`src/hdl/wsg_pkg.sv`:
```
// shared types, constants and shape tables of the waveform sample generator
// depends on nothing; used by every module of the block
`default_nettype none

package wsg_pkg;

  // buffer and display geometry
  localparam int unsigned POINTS = 256;
  localparam int unsigned HEIGHT = 170;

  localparam logic [7:0]         SAMPLE_MAX = 8'(HEIGHT);
  localparam logic [6:0]         CENTRE     = 7'(HEIGHT / 2);
  localparam logic signed [18:0] CENTRE_Q8  = 19'((HEIGHT / 2) * 256);

  // configuration limits
  localparam logic [11:0] FULL_MV    = 12'd3300;
  localparam logic [4:0]  MAX_CYCLES = 5'd20;

  // floor(x / 3300) = (x * RECIP_M) >> RECIP_SHIFT, exact for x < 2**19
  localparam logic [19:0] RECIP_M     = 20'd650753;
  localparam int unsigned RECIP_SHIFT = 31;

  typedef enum logic [1:0] {
    SHAPE_SINE     = 2'd0,
    SHAPE_TRIANGLE = 2'd1,
    SHAPE_SAW      = 2'd2,
    SHAPE_SQUARE   = 2'd3
  } shape_e;

  typedef enum logic [1:0] {
    CFG_WAVE_SHAPE      = 2'd0,
    CFG_CYCLES_SHOWN    = 2'd1,
    CFG_PEAK_TO_PEAK_MV = 2'd2
  } cfg_index_e;

  // after the phase stage
  typedef struct packed {
    logic [7:0]  phase;
    logic [18:0] amp_scaled;
    logic        flat;
  } phase_t;

  // after the shape stage: level is unsigned q1.8
  typedef struct packed {
    logic [8:0] level;
    logic [6:0] swing_gain;
    logic       flat;
  } level_t;

  // after the swing multiply: signed q8 offset from the centre line
  typedef struct packed {
    logic signed [18:0] swing;
    logic               flat;
  } swing_t;

  // rounded 128*sin over a quarter period, 65 points
  function automatic logic [7:0] quarter_sine(input logic [6:0] i);
    logic [7:0] r;
    case (i)
      7'd0:  r = 8'd0;    7'd1:  r = 8'd3;    7'd2:  r = 8'd6;    7'd3:  r = 8'd9;
      7'd4:  r = 8'd13;   7'd5:  r = 8'd16;   7'd6:  r = 8'd19;   7'd7:  r = 8'd22;
      7'd8:  r = 8'd25;   7'd9:  r = 8'd28;   7'd10: r = 8'd31;   7'd11: r = 8'd34;
      7'd12: r = 8'd37;   7'd13: r = 8'd40;   7'd14: r = 8'd43;   7'd15: r = 8'd46;
      7'd16: r = 8'd49;   7'd17: r = 8'd52;   7'd18: r = 8'd55;   7'd19: r = 8'd58;
      7'd20: r = 8'd60;   7'd21: r = 8'd63;   7'd22: r = 8'd66;   7'd23: r = 8'd68;
      7'd24: r = 8'd71;   7'd25: r = 8'd74;   7'd26: r = 8'd76;   7'd27: r = 8'd79;
      7'd28: r = 8'd81;   7'd29: r = 8'd84;   7'd30: r = 8'd86;   7'd31: r = 8'd88;
      7'd32: r = 8'd91;   7'd33: r = 8'd93;   7'd34: r = 8'd95;   7'd35: r = 8'd97;
      7'd36: r = 8'd99;   7'd37: r = 8'd101;  7'd38: r = 8'd103;  7'd39: r = 8'd105;
      7'd40: r = 8'd106;  7'd41: r = 8'd108;  7'd42: r = 8'd110;  7'd43: r = 8'd111;
      7'd44: r = 8'd113;  7'd45: r = 8'd114;  7'd46: r = 8'd116;  7'd47: r = 8'd117;
      7'd48: r = 8'd118;  7'd49: r = 8'd119;  7'd50: r = 8'd121;  7'd51: r = 8'd122;
      7'd52: r = 8'd122;  7'd53: r = 8'd123;  7'd54: r = 8'd124;  7'd55: r = 8'd125;
      7'd56: r = 8'd126;  7'd57: r = 8'd126;  7'd58: r = 8'd127;  7'd59: r = 8'd127;
      7'd60: r = 8'd127;  7'd61: r = 8'd128;  7'd62: r = 8'd128;  7'd63: r = 8'd128;
      7'd64: r = 8'd128;
      default: r = 8'd0;
    endcase
    return r;
  endfunction

  // full period by mirror symmetry of the quarter table
  function automatic logic [8:0] sine_level(input logic [7:0] p);
    logic [8:0] r;
    case (p[7:6])
      2'd0:    r = 9'd128 + 9'(quarter_sine({1'b0, p[5:0]}));
      2'd1:    r = 9'd128 + 9'(quarter_sine(7'(8'd128 - p)));
      2'd2:    r = 9'd128 - 9'(quarter_sine({1'b0, p[5:0]}));
      default: r = 9'd128 - 9'(quarter_sine(7'(8'd0 - p)));
    endcase
    return r;
  endfunction

endpackage

`default_nettype wire

```
`src/hdl/wsg_phase.sv`:
```
// first pipeline stage: phase fraction and scaled amplitude
// depends on wsg_pkg
`default_nettype none

module wsg_phase (
  input  wire logic                  clk_i,
  input  wire logic                  rst_ni,
  input  wire logic                  vld_i,
  input  wire logic                  nxt_en_i,
  input  wire logic [7:0]            point_index_i,
  input  wire logic [4:0]            cycles_i,
  input  wire logic [11:0]           mv_i,
  output      logic                  en_o,
  output      logic                  vld_o,
  output      wsg_pkg::phase_t       data_o
);

  logic            vld_q;
  wsg_pkg::phase_t data_q, data_d;
  logic [12:0]     prod;

  assign en_o = !vld_q || nxt_en_i;

  always_comb begin
    prod              = 13'(point_index_i) * 13'(cycles_i);
    // modulo the 256-point buffer is the low byte
    data_d.phase      = prod[7:0];
    data_d.amp_scaled = 19'(mv_i) * 19'(wsg_pkg::CENTRE);
    data_d.flat       = (cycles_i == 5'd0) || (mv_i == 12'd0);
  end

  always_ff @(posedge clk_i or negedge rst_ni) begin
    if (!rst_ni) begin
      vld_q <= 1'b0;
    end else if (en_o) begin
      vld_q <= vld_i;
    end
  end

  always_ff @(posedge clk_i) begin
    if (en_o && vld_i) begin
      data_q <= data_d;
    end
  end

  assign vld_o  = vld_q;
  assign data_o = data_q;

endmodule

`default_nettype wire

```
`src/hdl/wsg_shape.sv`:
```
// second pipeline stage: shape level and half amplitude by reciprocal multiply
// depends on wsg_pkg
`default_nettype none

module wsg_shape (
  input  wire logic                  clk_i,
  input  wire logic                  rst_ni,
  input  wire logic                  vld_i,
  input  wire logic                  nxt_en_i,
  input  wire wsg_pkg::phase_t       data_i,
  input  wire wsg_pkg::shape_e       shape_i,
  output      logic                  en_o,
  output      logic                  vld_o,
  output      wsg_pkg::level_t       data_o
);

  logic            vld_q;
  wsg_pkg::level_t data_q, data_d;
  logic [38:0]     recip_prod;
  logic [6:0]      half_raw;
  logic [7:0]      p;

  assign en_o = !vld_q || nxt_en_i;
  assign p    = data_i.phase;

  always_comb begin
    case (shape_i)
      wsg_pkg::SHAPE_SINE:     data_d.level = wsg_pkg::sine_level(p);
      wsg_pkg::SHAPE_TRIANGLE: data_d.level = p[7] ? 9'({p, 1'b0} - 9'd256)
                                                   : 9'(10'd256 - {1'b0, p, 1'b0});
      wsg_pkg::SHAPE_SAW:      data_d.level = {1'b0, p};
      wsg_pkg::SHAPE_SQUARE:   data_d.level = p[7] ? 9'd0 : 9'd256;
      default:                 data_d.level = 9'd0;
    endcase
    recip_prod        = 39'(data_i.amp_scaled) * 39'(wsg_pkg::RECIP_M);
    half_raw          = 7'(recip_prod >> wsg_pkg::RECIP_SHIFT);
    // small nonzero amplitudes still swing by one
    data_d.swing_gain = (half_raw == 7'd0) ? 7'd1 : half_raw;
    data_d.flat       = data_i.flat;
  end

  always_ff @(posedge clk_i or negedge rst_ni) begin
    if (!rst_ni) begin
      vld_q <= 1'b0;
    end else if (en_o) begin
      vld_q <= vld_i;
    end
  end

  always_ff @(posedge clk_i) begin
    if (en_o && vld_i) begin
      data_q <= data_d;
    end
  end

  assign vld_o  = vld_q;
  assign data_o = data_q;

endmodule

`default_nettype wire

```
`src/hdl/wsg_mix.sv`:
```
// third and fourth pipeline stages: signed swing, centre offset, clamp, output register
// depends on wsg_pkg
`default_nettype none

module wsg_mix (
  input  wire logic                  clk_i,
  input  wire logic                  rst_ni,
  input  wire logic                  vld_i,
  input  wire logic                  out_stall_i,
  input  wire wsg_pkg::level_t       data_i,
  output      logic                  en_o,
  output      logic                  out_valid_o,
  output      logic [7:0]            sample_o
);

  logic               swg_vld_q, out_vld_q, swg_en, out_en;
  wsg_pkg::swing_t    swg_q, swg_d;
  logic [7:0]         sample_q, sample_d;
  logic signed [10:0] delta;
  logic signed [18:0] lvl;
  logic [10:0]        lvl_int;

  assign out_en = !out_vld_q || !out_stall_i;
  assign swg_en = !swg_vld_q || out_en;
  assign en_o   = swg_en;

  always_comb begin
    // 2n - 256 spans -256..256
    delta       = $signed({1'b0, data_i.level, 1'b0}) - 11'sd256;
    swg_d.swing = 19'(delta) * 19'($signed({1'b0, data_i.swing_gain}));
    swg_d.flat  = data_i.flat;
  end

  always_comb begin
    lvl     = wsg_pkg::CENTRE_Q8 + swg_q.swing;
    lvl_int = lvl[18:8];
    if (swg_q.flat) begin
      sample_d = 8'(wsg_pkg::CENTRE);
    end else if (lvl[18]) begin
      sample_d = 8'd0;
    end else if (lvl_int > 11'(wsg_pkg::SAMPLE_MAX)) begin
      sample_d = wsg_pkg::SAMPLE_MAX;
    end else begin
      sample_d = lvl_int[7:0];
    end
  end

  always_ff @(posedge clk_i or negedge rst_ni) begin
    if (!rst_ni) begin
      swg_vld_q <= 1'b0;
      out_vld_q <= 1'b0;
    end else begin
      if (swg_en) begin
        swg_vld_q <= vld_i;
      end
      if (out_en) begin
        out_vld_q <= swg_vld_q;
      end
    end
  end

  always_ff @(posedge clk_i) begin
    if (swg_en && vld_i) begin
      swg_q <= swg_d;
    end
    if (out_en && swg_vld_q) begin
      sample_q <= sample_d;
    end
  end

  assign out_valid_o = out_vld_q;
  assign sample_o    = sample_q;

endmodule

`default_nettype wire

```
`src/hdl/waveform_sample_generator_core.sv`:
```
// Waveform sample generator: for each point index one display sample of a sine,
// triangle, sawtooth or square wave. A new transaction can be taken every clock
// unless the input stalls; each one passes four registered stages (phase, shape
// and reciprocal, swing multiply, offset and clamp into the output register).
// The four stages carry their own valid bits and close up bubbles, so a stall on
// the output only reaches the input once every stage is full. Configuration is a
// plain write port and must only change while no transaction is in flight.
// depends on wsg_pkg, wsg_phase, wsg_shape, wsg_mix
`default_nettype none

module waveform_sample_generator_core (
  input  wire logic        clk_i,
  input  wire logic        rst_ni,
  // configuration writes
  input  wire logic        cfg_we_i,
  input  wire logic [1:0]  cfg_index_i,
  input  wire logic [15:0] cfg_data_i,
  // point index transactions
  input  wire logic        in_valid_i,
  output      logic        in_stall_o,
  input  wire logic [7:0]  point_index_i,
  // sample transactions
  output      logic        out_valid_o,
  input  wire logic        out_stall_i,
  output      logic [7:0]  sample_o
);

  // configuration registers, held in their clamped form
  wsg_pkg::shape_e shape_q;
  logic [4:0]      cycles_q;   // min(cycles_shown, 20)
  logic [11:0]     mv_q;       // min(peak_to_peak_mv[11:0], 3300)

  always_ff @(posedge clk_i or negedge rst_ni) begin
    if (!rst_ni) begin
      shape_q  <= wsg_pkg::SHAPE_SINE;
      cycles_q <= 5'd0;
      mv_q     <= 12'd0;
    end else if (cfg_we_i) begin
      case (cfg_index_i)
        wsg_pkg::CFG_WAVE_SHAPE: begin
          shape_q <= wsg_pkg::shape_e'(cfg_data_i[1:0]);
        end
        wsg_pkg::CFG_CYCLES_SHOWN: begin
          cycles_q <= (cfg_data_i > 16'(wsg_pkg::MAX_CYCLES)) ? wsg_pkg::MAX_CYCLES
                                                             : cfg_data_i[4:0];
        end
        wsg_pkg::CFG_PEAK_TO_PEAK_MV: begin
          mv_q <= (cfg_data_i[11:0] > wsg_pkg::FULL_MV) ? wsg_pkg::FULL_MV
                                                        : cfg_data_i[11:0];
        end
        default: begin
          // writes beyond the register list are dropped
        end
      endcase
    end
  end

  // stage handoff: each stage loads when empty or when the next one loads
  logic            ph_en, ph_vld, sh_en, sh_vld, mx_en;
  wsg_pkg::phase_t ph_data;
  wsg_pkg::level_t sh_data;

  wsg_phase u_phase (
    .clk_i         (clk_i),
    .rst_ni        (rst_ni),
    .vld_i         (in_valid_i),
    .nxt_en_i      (sh_en),
    .point_index_i (point_index_i),
    .cycles_i      (cycles_q),
    .mv_i          (mv_q),
    .en_o          (ph_en),
    .vld_o         (ph_vld),
    .data_o        (ph_data)
  );

  wsg_shape u_shape (
    .clk_i    (clk_i),
    .rst_ni   (rst_ni),
    .vld_i    (ph_vld),
    .nxt_en_i (mx_en),
    .data_i   (ph_data),
    .shape_i  (shape_q),
    .en_o     (sh_en),
    .vld_o    (sh_vld),
    .data_o   (sh_data)
  );

  // swing multiply plus the output register, which parts the two sides
  wsg_mix u_mix (
    .clk_i       (clk_i),
    .rst_ni      (rst_ni),
    .vld_i       (sh_vld),
    .out_stall_i (out_stall_i),
    .data_i      (sh_data),
    .en_o        (mx_en),
    .out_valid_o (out_valid_o),
    .sample_o    (sample_o)
  );

  // input is held off only while the first stage is full and cannot move
  assign in_stall_o = !ph_en;

`ifndef NO_ASSERTIONS
  // backpressure at the input can only come from a stalled output
  a_stall_from_output: assert property (@(posedge clk_i) disable iff (!rst_ni)
    in_stall_o |-> (out_valid_o && out_stall_i && ph_vld && sh_vld))
    else $error("input stalled without a full pipeline");

  // an accepted transaction always lands in the first stage
  a_accept_lands: assert property (@(posedge clk_i) disable iff (!rst_ni)
    (in_valid_i && !in_stall_o) |=> ph_vld)
    else $error("accepted transaction lost at the first stage");

  // samples never leave the display range
  a_sample_range: assert property (@(posedge clk_i) disable iff (!rst_ni)
    out_valid_o |-> (sample_o <= wsg_pkg::SAMPLE_MAX))
    else $error("sample above display height");
`endif

endmodule

`default_nettype wire

```
`config.mk`:
```
export PLATFORM = sky130hd
export DESIGN_NAME = waveform_sample_generator_core
export DESIGN_NICKNAME = d
export VERILOG_FILES = /design/src/hdl/wsg_pkg.sv /design/src/hdl/wsg_phase.sv /design/src/hdl/wsg_shape.sv /design/src/hdl/wsg_mix.sv /design/src/hdl/waveform_sample_generator_core.sv
export SDC_FILE = /design/constraint.sdc
export NUM_CORES = 1
export LEC_CHECK = 0
export BUFFER_PORTS_ARGS = -buffer_cell sky130_fd_sc_hd__buf_2
export CAP_MARGIN = 10
export CORE_MARGIN = 2
export CORE_UTILIZATION = 40
export DETAILED_ROUTE_END_ITERATION = 8
export PLACE_DENSITY = 0.57
export SLEW_MARGIN = 20
export SYNTH_ARGS = -nofsm -noshare
export SYNTH_HDL_FRONTEND = slang
export SYNTH_SLANG_ARGS = --single-unit
```
`constraint.sdc`:
```
create_clock -name clk_i -period 8.65 [get_ports clk_i]
set_input_delay 1.2975 -clock clk_i [delete_from_list [all_inputs] [get_ports clk_i]]
set_output_delay 1.2975 -clock clk_i [all_outputs]
set_load 0.05 [all_outputs]
```
==> flow_results.org, run 1 <==
** Placed design
- Detailed Place HPWL :: 25.89 mm
- Number of port buffers :: 40
- Routability-driven placement finished with a final weighted congestion of 0.8502.
- Total placed cells including tap cells :: 2,081
- The placed instances occupy a cell area of 15,690 um^2.

** Worst setup path
- Reg-to-reg setup timing slack :: 2260 ps
- Capturing element type of the critical path :: register
- Path type of the worst setup path :: register to register
- Critical path cell sequence :: inv_1 -> fa_1 -> xor2_1 -> ha_1 -> fa_1 -> inv_1 -> fa_1 -> inv_1 -> fa_1 -> inv_1 -> fa_1 -> inv_1 -> ha_1 -> nand4_1 -> nor4_1 -> nand2_1 -> o21ai_0 -> o21ai_0 -> nor2b_1 -> xnor2_1 -> or4_1 -> o31ai_1
- Origin of the critical flop-to-flop path :: u_phase.data_o[8]
- Kind of start point of the critical path :: register
- In this run the critical register-to-register path is captured at u_shape.data_o[1].
- Of all nets on the critical path, the largest fanout is 6.
- Delay of the slowest critical-path stage :: 640 ps
- At the worst endpoint, the arrival time is 6560 ps.
- The worst register-to-register path has a depth of 22.
- Worst path required time :: 8820 ps
- For this design, the slowest cell found on the critical path is fa_1.

** Route
- Detail-routed net length per standard cell :: 14.64 um
- The first routing iteration left 359 violations.
- The detail route stage leaves a number of antenna-violating nets equal to 0.
- Drc violations :: 0
- Via/cell ratio :: 5.027
- Total number of vias :: 10,550
- Wire length after detailed routing :: 30.71 mm
- Pre-Repair DR Iteration Count :: 6

** STA
- Headroom to the max-slew limit came out at 0.3372.
- After layout, the minimum clock period comes to 6389 ps.
- Setup TNS :: 0 ps
- Setup violations remaining at the end of the flow were counted as 0.
- Of the available clock period, the critical path in the final layout requires 0.7387.
- Slew at the pin with the worst max-slew slack :: 987.2 ps
- Clock skew on the completed layout was measured at 10.67 ps.
- The final hold violation count is 0.
- RSZ-0062 raised after global routing :: false
- Max Clk Rate :: 156.5 MHz
- The final max-slew violation count came to 0.

** Die
- In this run the count of I/O pins placed on the die edge is 41.
- Row generation in the floorplan step produced 70 rows.
- Overall die width :: 197.5 um
- The core region is 36,700 um^2.
- Initial Utilization :: 0.4080
- Die Footprint :: 38,990 um^2
- In this run the vertical extent of the chip is 197.5 um.

** Yosys
- Unique masters post-synth :: 74
- Averaged over all synthesized cells, the footprint is 9.393 um^2.
- Mapped Nets :: 2,047
- In the synthesized netlist the dominant register cell turns out to be edfxtp_1.
- The share of the Yosys chip area taken by registers is 0.1795.
- Synthesis produced 1,594 cells.
- Area fraction in compound gates after synthesis :: 0.1147
- Counting instances in the post-synthesis netlist gives the leading cell types as inv_1 (337), ha_1 (253), fa_1 (169).
- Synthesis inferred 96 register bits.
- Yosys mapped a number of flops with a built-in enable equal to 65.
- Multiplexer share of the synthesized area :: 0.01095
- In the post-synthesis netlist, the cell with the most instances is inv_1.
- Adder-cell area share of the yosys netlist :: 0.4387
- The cell area that synthesis handed to floorplanning was 14,970 um^2.
- Main combinational cell family by area after synthesis :: adder cells
- Of the post-synthesis cell area, the dominant cell type holds 0.2260.
- Post-Synth Simple-Gate Area :: 0.1219
- Of all flip-flops after synthesis, the portion carrying an async set or reset was 0.2396.
- Xor/xnor share of the synthesized area :: 0.04137
- Area contributors post-synth :: fa_1 (23%), ha_1 (21%), edfxtp_1 (13%)
- The biggest area contributor in the post-synthesis netlist is fa_1.
- Yosys printed 0 warnings.

** CTS
- Total number of clock tree sinks :: 96
- Number of CTS-inserted buffers :: 9
- The clock tree synthesis step divided the H-tree into 3 levels.
- Clock tree buffer depth :: 2
- Buffers inserted to repair hold after CTS numbered 0.
- Count of cells resized by post-cts repair :: 0
- The tree is rooted in a clkbuf_16.
- Total setup buffers inserted after CTS :: 0
- CTS tree :: built
- After clock tree synthesis, the clock-pin slew on the worst setup and hold paths is 70 ps.
- The later pin in the worst-skew pair is clocked with a latency of 360 ps.

** Final layout
- After routing the design area is 15,980 um^2.
- Fraction of final layout cells with drive strength greater than 1 :: 0.05157
- Synth-to-layout area growth :: 6.711%
- Cell Count, Final, Fillers Out :: 2,098
- After the last flow step, the layout net total stands at 2,077.

** GRT
- Initial antenna violation count :: 1
- Global-route wire length before repair :: 52.90 mm
- Total congestion overflow after global routing :: 0
- For this run, the total global-route usage over all layers was measured as 0.1673.
- Entering global routing, the biggest net connects 31 pins.
- The via count of the first global-routing pass was 10,830.

** Worst hold path
- Cell count of the worst hold path :: 2
- Path category of the worst min-delay check :: register to register
- The startpoint identified for the worst hold timing path is u_phase.vld_o.
- The worst hold path terminates at u_shape.vld_o.

** Status
- Result of the run :: complete, no violations

** Job
- Max-cap violations in this run came to 0.
state kept, by name (all words and copies together), names as in the netlist, named ones only:
register           cells
u_phase.data_o        28
u_phase.vld_o          1
shape_q                2
cycles_q               5
mv_q                  12
u_shape.data_o        17
u_mix.sample_o         8
u_shape.vld_o          1
u_mix.swg_q           12
u_mix.out_valid_o      1
u_mix.swg_vld_q        1
per-stage QoR:
stage / setup slack (ps) / hold slack (ps) / utilization
floorplan: 2716 / 400.3 / -
global placement: 2426 / 461.2 / 0.4275
detailed placement: 2258 / 473.5 / 0.4275
CTS: 2227 / 490.5 / 0.4352
global route: 1887 / 516.5 / 0.4353
finish: 2261 / 488.6 / 0.4354
logic make-up after synthesis:
family	after synthesis
adder cells (fa/ha/maj)	424
buffers and inverters	365
AND/OR/NAND/NOR	359
AO/OA/AOI/OAI	268
flip-flops	96
XOR/XNOR	69
multiplexers	13
cells in the final DEF, fill, tap and decap left out, types with 44 or more instances in the layout:
| master | instances |
|---|---|
| a21oi_1 | 81 |
| and2_1 | 63 |
| nor2_1 | 79 |
| edfxtp_1 | 65 |
| nand2_1 | 85 |
| inv_1 | 337 |
| xnor2_1 | 44 |
| o21ai_0 | 51 |
| fa_1 | 169 |
| ha_1 | 253 |
worst max path at each step:
| stage | start | endpoint | slack, ps | cells past startpoint |
|---|---|---|---|---|
| after CTS | u_phase.data_o[8] | u_shape.data_o[1] | 2230 | 22 |
| after global placement | u_phase.data_o[8] | u_shape.data_o[1] | 2430 | 22 |
| after floorplan | u_phase.data_o[8] | u_shape.data_o[1] | 2720 | 22 |
| after detailed placement | u_phase.data_o[8] | u_shape.data_o[1] | 2260 | 23 |
| final | u_phase.data_o[8] | u_shape.data_o[1] | 2260 | 22 |
| after global routing | u_phase.data_o[8] | u_shape.data_o[1] | 1890 | 22 |
worst max-delay path, delay by kind of cell, from the launching register on:
family                     cells  cell delay (ps)
and+or+nand+nor                5             1230
buffers and inverters          5              310
xor gates and xnor gates       2              300
DFF                            1              510
adders and majority gates      7             3280
AOI/OAI and AO/OA              3              600
layer usage:
layer  up-vias  routed length (um)  share of wire  track usage
li1       5327                   -              -            -
met1      5063               14970           0.49       0.2297
met2       144               14460           0.47       0.2852
met3        12                1081          0.035      0.02442
met4         0                 195         0.0064      0.02562
met5         -                   0              0            0
area by class of cell:
class                      count  area [um^2]
fill                        3569        20720
multi-input combinational   1133        10900
sequential                    96         2688
inverter                     337         1265
tap                          468        585.6
timing repair buffer          47        252.7
clock buffer                  10        239.0
clock inverter                 6        41.29
antenna                        1        2.502
Power of run 1 is left out: the tool's default activity adds up to more than one toggle a clock period on the data nets, which glitch-free logic cannot reach.
==> inputs of run 2 (changes only) <==
==> constraint.sdc (replaced) <==
create_clock -name clk_i -period 6.15 [get_ports clk_i]
set_input_delay 0.9225 -clock clk_i [delete_from_list [all_inputs] [get_ports clk_i]]
set_output_delay 0.9225 -clock clk_i [all_outputs]
set_load 0.05 [all_outputs]
==> flow_results.org, run 2 (synthesized netlist as in run 1, its figures left out) <==
** Final layout
- With fillers left out, the area of the finished cells amounts to 16,440 um^2.
- The net count of the finished layout is 2,110.
- Compared with the post-synthesis result, the final layout area differs by 9.819%.
- Leading cell type in the layout, fill and taps excluded :: inv_1
- Number of inserted filler cells in the final layout :: 3,532
- In the layout the commonest cells are inv_1 (330), ha_1 (244), fa_1 (167).
- The register with the most flip-flops in the layout has 28 of them.
- Fraction of final layout cells with drive strength greater than 1 :: 0.08965
- Inserted Diodes :: 0

** Worst setup path
- CP dominant cell by count :: fa_1
- Of all nets on the critical path, the largest fanout is 2.
- STA classifies the critical path endpoint as a register.
- Cell with the largest stage delay on the worst path :: fa_1
- Cell class contributing the biggest share of worst-path delay :: adder cells
- Path type of the worst setup path :: register to register
- The worst setup path is launched from a register.
- Worst path required time :: 6340 ps
- Worst endpoint data arrival time :: 6110 ps
- Delay of the slowest critical-path stage :: 560 ps
- The critical path goes through buf_4 -> fa_1 -> inv_1 -> fa_1 -> fa_1 -> inv_1 -> ha_1 -> fa_1 -> inv_1 -> fa_1 -> inv_1 -> ha_4 -> nand3_4 -> o41ai_4 -> a21oi_2 -> o31ai_4 -> a31oi_1 -> o31a_1 -> xnor2_2 -> or4_4 -> o31ai_2.
- Critical path buffer and inverter count :: 5

** Route
- After detailed routing, the number of remaining DRC violations is 0.
- Total number of vias :: 10,810
- Detail-routed net length per standard cell :: 14.94 um
- For this block, wires on met1 add up to 15.13 mm.
- In this run, the number of DRC markers left after iteration 0 of detailed routing was 409.
- After detailed routing, the met3 layer carries 1.105 mm of wire.
- Signal routing reaches up to met5.
- Antenna-violating nets left :: 0
- The pre-antenna-repair detailed-routing pass consisted of 5 iterations.
- Sum of met2 wire segment lengths after detailed routing :: 15.30 mm
- Wire length after detailed routing :: 31.81 mm
- Dividing the detail-routed via count by the number of cells gives 5.077.

** Die
- For this configuration, the core starts out at a cell density of 0.4080.
- # IOs :: 41
- Die Y :: 197.5 um
- Die Footprint :: 38,990 um^2
- The floorplan has 70 rows.
- Overall die width :: 197.5 um
- The core region is 36,700 um^2.

** STA
- For the pin with the worst max-slew slack, the measured transition is 972.5 ps.
- Period utilization :: 0.9611
- The final hold violation count was 0.
- Headroom to the max-slew limit :: 0.3470
- Setup violations remaining at the end of the flow were counted as 0.
- Max Clk Rate :: 169.2 MHz
- The final max-slew violation count came to 0.
- Crit path time final :: 5911 ps
- Setup clock skew after layout :: 8.917 ps

** GRT
- Via count of the first global-routing pass :: 11,200
- The first global-routing pass estimated 54.54 mm of wire.
- Overall global routing resource usage :: 0.1727
- Entering global routing, the biggest net connects 31 pins.
- Initial antenna violation count :: 1
- Summed over all layers, the global routing overflow is 0.

** CTS
- TritonCTS built the clock tree.
- The clock net in this run drives a total of 96 sinks.
- For the worst-skew pair, the clock arrives at the later sink with an insertion delay of 370 ps.
- The cell sitting at the root of the clock tree is a clkbuf_16.
- CTS H-tree lvls :: 3
- Post-CTS clock slew at the launch and capture registers of the worst setup and hold paths :: 70 ps
- The clock passes through at most 2 buffers.
- Number of CTS-inserted buffers :: 9
- Hold repair after CTS inserted 0 buffers.

** Job
- Max-cap violations in this run came to 0.

** Placed design
- Detailed Place HPWL :: 26.78 mm
- Final weighted congestion in routability-driven placement :: 0.8695
- Number of port buffers :: 40
- Placed cell areas :: 15,860 um^2

** Status
- Result of the run :: complete, no violations

** Worst hold path
- The path class of the tightest hold or removal check is register to register.
run 2: stage by stage:
stage                     TNS (ps)  worst slack, ps  hold WS [ps]  cells  utilization
after floorplan                  0            215.8         400.3   1594            -
after global placement           0            120.7         460.6   2104       0.4323
after detailed placement         0           0.2340         472.3   2104       0.4323
after CTS                        0            15.89         489.1   2122       0.4412
after global routing        -38.60           -38.60         494.0   2130       0.4480
final                            0            239.2         485.9   2130       0.4480
run 2: layer usage:
metal | track usage | vias to the layer above
li1 | - | 5374
met1 | 0.2356 | 5253
met4 | 0.02701 | 2
met3 | 0.02356 | 20
met5 | 0 | -
met2 | 0.2969 | 165
run 2: worst reg2reg max path, stage by stage, from the launching register on:
cell,delay [ps]
edfxtp_1,380
buf_4,150
fa_1,560
inv_1,60
fa_1,490
fa_1,410
inv_1,70
ha_1,240
fa_1,490
inv_1,50
fa_1,530
inv_1,70
ha_4,280
nand3_4,80
o41ai_4,380
a21oi_2,130
o31ai_4,180
a31oi_1,110
o31a_1,330
xnor2_2,150
or4_4,420
o31ai_2,180
run 2: final timing paths:
path	start	slack (ps)	cells past startpoint	endpoint
worst max-delay path	u_phase.data_o[2]	240	21	u_shape.data_o[1]
worst min register to register	u_shape.vld_o	490	1	u_mix.swg_vld_q
worst max register to register	u_phase.data_o[2]	240	21	u_shape.data_o[1]
min in group asynchronous	rst_ni	530	1	mv_q[2]
max in group asynchronous	rst_ni	5240	1	u_mix.swg_vld_q
worst min-delay path	u_shape.vld_o	490	1	u_mix.swg_vld_q
run 2: timing repair:
action                     in CTS  in global routing
setup endpoints to repair       1                  3
setup buffers                   2                  9
pin swaps                      10                 30
gates cloned                    0                  0
gates resized for setup         3                 35
run 2: layout make-up:
| class | count | area [um^2] | area share |
|---|---|---|---|
| multi-input combinational | 1133 | 11120 | 0.6761 |
| inverter | 337 | 1265 | 0.07693 |
| tap | 468 | 585.6 | 0.03561 |
| sequential | 96 | 2688 | 0.1635 |
| timing repair buffer | 80 | 500.5 | 0.03044 |
| clock buffer | 9 | 225.2 | 0.01370 |
| clock inverter | 7 | 62.56 | 0.003805 |
Power of run 2 is left out for the same reason.
